==> config.mk <==
export PLATFORM = sky130hd
export DESIGN_NAME = nest_dist
export DESIGN_NICKNAME = d
export VERILOG_FILES = /design/src/sv/nest_pkg.sv /design/src/sv/nest_dist.sv
export SDC_FILE = /design/constraint.sdc
export NUM_CORES = 2
export LEC_CHECK = 0
export BUFFER_PORTS_ARGS = -buffer_cell sky130_fd_sc_hd__buf_2
export CORE_ASPECT_RATIO = 0.75
export CORE_UTILIZATION = 30
export DETAILED_ROUTE_END_ITERATION = 16
export PLACE_DENSITY = 0.5
export SKIP_CTS_REPAIR_TIMING = 1
export SLEW_MARGIN = 10
export SYNTH_ARGS = -nofsm -noshare
export SYNTH_HDL_FRONTEND = slang
export SYNTH_SLANG_ARGS = --single-unit
==> constraint.sdc <==
create_clock -name clk -period 10.6 [get_ports clk]
set_input_delay 0.53 -clock clk [delete_from_list [all_inputs] [get_ports clk]]
set_output_delay 0.53 -clock clk [all_outputs]
set_load 0.005 [all_outputs]
==> src/sv/nest_pkg.sv <==
// Package: shared constants, codes and types of the nearest entry search table.
`timescale 1ns / 1ps
`default_nettype none
package nest_pkg;

  localparam int NUM_SLOTS = 64;
  localparam int SLOT_W    = $clog2(NUM_SLOTS);
  localparam int COORD_W   = 24;
  localparam int HANDLE_W  = 32;
  localparam int RADIUS_W  = 23;
  localparam int SQ_W      = 2 * RADIUS_W;
  localparam int DIST_W    = SQ_W + 2;

  typedef enum logic [1:0] {
    ACT_WRITE   = 2'd0,
    ACT_NEAREST = 2'd1,
    ACT_HANDLE  = 2'd2,
    ACT_NONE    = 2'd3
  } action_t;

  typedef enum logic [1:0] {
    ST_IDLE,
    ST_SCAN,
    ST_DRAIN,
    ST_DONE
  } state_t;

  typedef logic signed [COORD_W-1:0] coord_t;

  typedef struct packed {
    logic [HANDLE_W-1:0] handle;
    coord_t              x;
    coord_t              y;
    coord_t              z;
  } entry_t;

  typedef struct packed {
    logic [HANDLE_W-1:0] handle;
    coord_t              x;
    coord_t              y;
    coord_t              z;
    logic [RADIUS_W-1:0] radius;
  } query_t;

  // read-back of one slot from the store
  typedef struct packed {
    logic              vld;
    logic              ent_valid;
    logic [SLOT_W-1:0] idx;
    entry_t            entry;
  } rd_t;

  // one scored slot leaving the distance pipeline
  typedef struct packed {
    logic              vld;
    logic              ent_valid;
    logic              match;
    logic              in_range;
    logic [SLOT_W-1:0] idx;
    logic [DIST_W-1:0] d2;
  } cand_t;

endpackage
`default_nettype wire

==> src/sv/nest_dist.sv <==
// Distance pipeline: per-axis differences, squares, then squared-distance sum.
`timescale 1ns / 1ps
`default_nettype none
module nest_dist (
  input  wire logic             clk,
  input  wire logic             rst,
  input  wire nest_pkg::query_t q,
  input  wire nest_pkg::rd_t    rd,
  output nest_pkg::cand_t       cand,
  output logic                  busy
);

  localparam int DW = nest_pkg::COORD_W + 1;
  localparam int RW = nest_pkg::RADIUS_W;
  localparam int SW = nest_pkg::SQ_W;
  localparam int LW = nest_pkg::DIST_W;

  logic signed [DW-1:0] diff_x, diff_y, diff_z;
  logic [DW-1:0]        abs_x, abs_y, abs_z;
  logic                 near_x, near_y, near_z;

  // stage 1
  logic                          s1_vld, s1_ent_valid, s1_match, s1_in_range;
  logic [nest_pkg::SLOT_W-1:0]   s1_idx;
  logic [RW-1:0]                 s1_dx, s1_dy, s1_dz;
  // stage 2
  logic                          s2_vld, s2_ent_valid, s2_match, s2_in_range;
  logic [nest_pkg::SLOT_W-1:0]   s2_idx;
  logic [SW-1:0]                 s2_sx, s2_sy, s2_sz;
  // stage 3
  logic                          cand_vld, cand_ent_valid, cand_match, cand_in_range;
  logic [nest_pkg::SLOT_W-1:0]   cand_idx;
  logic [LW-1:0]                 cand_d2;

  always_comb begin
    diff_x = DW'($signed(q.x)) - DW'($signed(rd.entry.x));
    diff_y = DW'($signed(q.y)) - DW'($signed(rd.entry.y));
    diff_z = DW'($signed(q.z)) - DW'($signed(rd.entry.z));
    abs_x  = diff_x[DW-1] ? DW'(-diff_x) : DW'(diff_x);
    abs_y  = diff_y[DW-1] ? DW'(-diff_y) : DW'(diff_y);
    abs_z  = diff_z[DW-1] ? DW'(-diff_z) : DW'(diff_z);
    near_x = abs_x < DW'(q.radius);
    near_y = abs_y < DW'(q.radius);
    near_z = abs_z < DW'(q.radius);
  end

  always_ff @(posedge clk) begin
    s1_ent_valid <= rd.ent_valid;
    s1_match     <= rd.entry.handle == q.handle;
    s1_in_range  <= near_x & near_y & near_z;
    s1_idx       <= rd.idx;
    s1_dx        <= abs_x[RW-1:0];
    s1_dy        <= abs_y[RW-1:0];
    s1_dz        <= abs_z[RW-1:0];

    s2_ent_valid <= s1_ent_valid;
    s2_match     <= s1_match;
    s2_in_range  <= s1_in_range;
    s2_idx       <= s1_idx;
    s2_sx        <= s1_dx * s1_dx;
    s2_sy        <= s1_dy * s1_dy;
    s2_sz        <= s1_dz * s1_dz;

    cand_ent_valid <= s2_ent_valid;
    cand_match     <= s2_match;
    cand_in_range  <= s2_in_range;
    cand_idx       <= s2_idx;
    cand_d2        <= LW'(s2_sx) + LW'(s2_sy) + LW'(s2_sz);
  end

  always_ff @(posedge clk) begin
    if (rst) begin
      s1_vld   <= 1'b0;
      s2_vld   <= 1'b0;
      cand_vld <= 1'b0;
    end else begin
      s1_vld   <= rd.vld;
      s2_vld   <= s1_vld;
      cand_vld <= s2_vld;
    end
  end

  always_comb begin
    cand.vld       = cand_vld;
    cand.ent_valid = cand_ent_valid;
    cand.match     = cand_match;
    cand.in_range  = cand_in_range;
    cand.idx       = cand_idx;
    cand.d2        = cand_d2;
  end

  assign busy = s1_vld | s2_vld | cand_vld;

endmodule
`default_nettype wire

==> metrics <==
CTS tree=yes; routability cong.=around 0.9; final setup TNS=0 ps; hold depth=1; Final setup violation count=0; H-tree depth=2; Clock transition at path regs=approximately 60 ps; FF-to-FF setup slack=2170 ps; Die ar.=0.206 mm2; vias per cell=between 4 and 5; Fin Hold WS=69.8 ps; Vias=44090; ratio of cells with drive above 1 in the final layout=around 7.3%; synth warn=0; Highest Clock Rate=~120 MHz; CP max FO=24; post-synthesis async set-or-reset flop share=0%; initial antenna violation count=16; Distinct cells, synth=95; Top Usage Layer GRT=met2; number of synthesized flops with an enable pin=0; max cap viols=0; PortBufs=about 300; Worst Path Arrival=a little under 9000 ps; vias in the first global route=around 47000; hold_sp=rd[106]; root buffer cell=clkbuf_16; RSZ-0062 raised after global routing=no; Commonest cells post-synth=inv_1, fa_1, ha_1, nand2_1, and2_1; WS Path Type=reg -> reg; I/O pins=300; Primary FF master, synth=dfxtp_1; WP data required=~11000 ps; DRC viols=0; cell taking the most area after synthesis=fa_1; R2R Path End=s2_sz[44]; total wire length=about 170000 um; final hold violation count=0; status=complete, no violations; per-cell routed wire length=around 18 um; clock sinks=approximately 280; GR Util met1=between 20% and 30%; CP Capture Type=flip-flop; Initial DRC Count=around 2500; first-pass GRT wire length=about 270000 um; Slew @ Worst Pin=~1300 ps; cts bufs inserted=37; clock tree buffer depth=3; skew final=approximately 57 ps; relative slew slack=between 10% and 20%; met3 usage=about 2.5%; fill count=~21000; initial core utilization=30.2%; cell count after synthesis=about 6700; drt first pass iters=5; most instantiated library cell after synthesis=inv_1; Min-Delay Path Class=in -> reg; Avg Inst Size Synth=between 9 and 10 um2; Rows=between 100 and 150; M2 GR Usage=between 20% and 30%; die width=~520 um; Final Cycle Share=79.5%; core area=~0.20 mm2; worst skew pair latency=around 620 ps; GRT Overall Usage=roughly 17%; number of synthesized register bits=282; ranking of synthesized cells by area=fa_1, ha_1, inv_1; largest net degree at the start of global routing=27; Worst Hold Endpoint=s1_idx[2]; Pins Over Slew Limit=0; Cell Area, Synth=around 0.061 mm2; Worst Setup Start Kind=flip-flop; post-synthesis sequential area ratio=under 10%; GRT Residual Overflow=0; remaining antenna violation count after routing=0; Die H=393 um; Critical R2R Launch=s1_dz[4]; DP HPWL=150000 um; Final #Nets=9049; share of the synthesized area in the top cell type=around two fifths; r2r worst-path depth=26; Area Growth Syn to Fin=9.93%; Final min period=~8400 ps
==> how the worst max path moves through the flow <==
stage / slack [ps] / from / to / depth (start not counted)
3_3_place_gp: 2320 / s1_dy[4] / s2_sy[43] / 21
3_5_place_dp: 2180 / s1_dz[4] / s2_sz[44] / 26
6_report: 2170 / s1_dz[4] / s2_sz[44] / 26
5_1_grt: 1710 / s1_dz[4] / s2_sz[44] / 26
4_1_cts: 2150 / s1_dz[4] / s2_sz[44] / 26
2_1_floorplan: 3260 / s1_dz[7] / s2_sz[44] / 28
==> cells in the final DEF (no fill, tap or decap), drive strengths merged, types with 8 or more instances in the layout <==
cell     count
nand2b      35
or4         11
buf        373
nor2b       51
clkinv       9
o31ai       18
a21oi      238
nand2      550
a211o       12
diode        9
nor3        43
o2111ai      8
dfxtp      282
and3        23
xor2       142
or3         17
xnor2      199
a211oi      32
clkbuf      50
a31oi       35
nand3       50
inv       1664
o211ai      23
and4        11
and2       316
a21boi      11
fa        1204
nor4        17
or2         17
ha         709
a21o       120
a31o        18
a41oi       10
o21a        51
o21bai      33
o21ai      167
nor2       223
nand4       33
==> state kept, by name, summed over array words and instances (netlist names) <==
| name | flops |
|---|---|
| cand_d2 | 48 |
| s2_sx | 45 |
| s2_sy | 45 |
| s2_sz | 45 |
| s1_dx | 23 |
| s1_dy | 23 |
| s1_dz | 23 |
| cand_idx | 6 |
| s1_idx | 6 |
| s2_idx | 6 |
| cand_ent_valid | 1 |
| cand_in_range | 1 |
| cand_match | 1 |
| cand_vld | 1 |
| s1_ent_valid | 1 |
| s1_in_range | 1 |
| s1_match | 1 |
| s1_vld | 1 |
| s2_ent_valid | 1 |
| s2_in_range | 1 |
| s2_match | 1 |
| s2_vld | 1 |
==> critical path, stage by stage, from the launching register on <==
cell and delay [ps]:
dfxtp_1 1030, nand2_1 250, fa_1 580, inv_1 50, fa_1 480, fa_1 550
ha_1 130, inv_1 50, fa_1 500, inv_1 60, fa_1 540, inv_1 50
fa_1 570, inv_1 60, ha_1 390, nand3_1 150, nor2_1 130, o2111ai_1 190
a211oi_1 520, o31ai_1 170, buf_4 190, o41ai_1 630, a41oi_1 290, o21ai_1 310
a41o_1 220, a21oi_1 70, xnor2_1 120
==> metal layers <==
layer | share of wire, % | vias up
met4 | 1.7 | 6
met3 | 5.8 | 108
li1 | - | 20960
met5 | 0.023 | -
met1 | 49 | 21980
met2 | 43 | 1036
==> per-stage QoR <==
stage	utilization (%)	worst slack (ps)	instances	cell area, um2
final	33.2	2170	9614	67300
after global routing	33.2	1710	9605	67300
after CTS	33.2	2150	9604	67300
after detailed placement	32.5	2180	9537	66000
after global placement	32.5	2320	9537	66000
after floorplan	-	3260	6656	61200
==> cells by family after synthesis <==
family          Yosys count  share of synthesized area, %
xor+xnor                341                          4.89
compound gates          847                          9.10
mux                      12                         0.208
flops                   282                          9.22
other cells               1                       0.00613
fa+ha+maj              1913                          53.9
buf+inv                1836                          11.3
simple gates           1422                          11.4
==> layout make-up <==
class	count	area (um2)	area share, %
timing repair buffer	373	2060	3.05
sequential	282	5650	8.39
tap	2682	3360	4.99
inverter	1663	6240	9.28
antenna	9	22.5	0.0335
clock buffer	50	1060	1.58
multi-input combinational	4538	48700	72.3
clock inverter	17	234	0.348
Power is not shown: default switching activity piles up to over one toggle a cycle in this logic, so the estimate is an artifact.
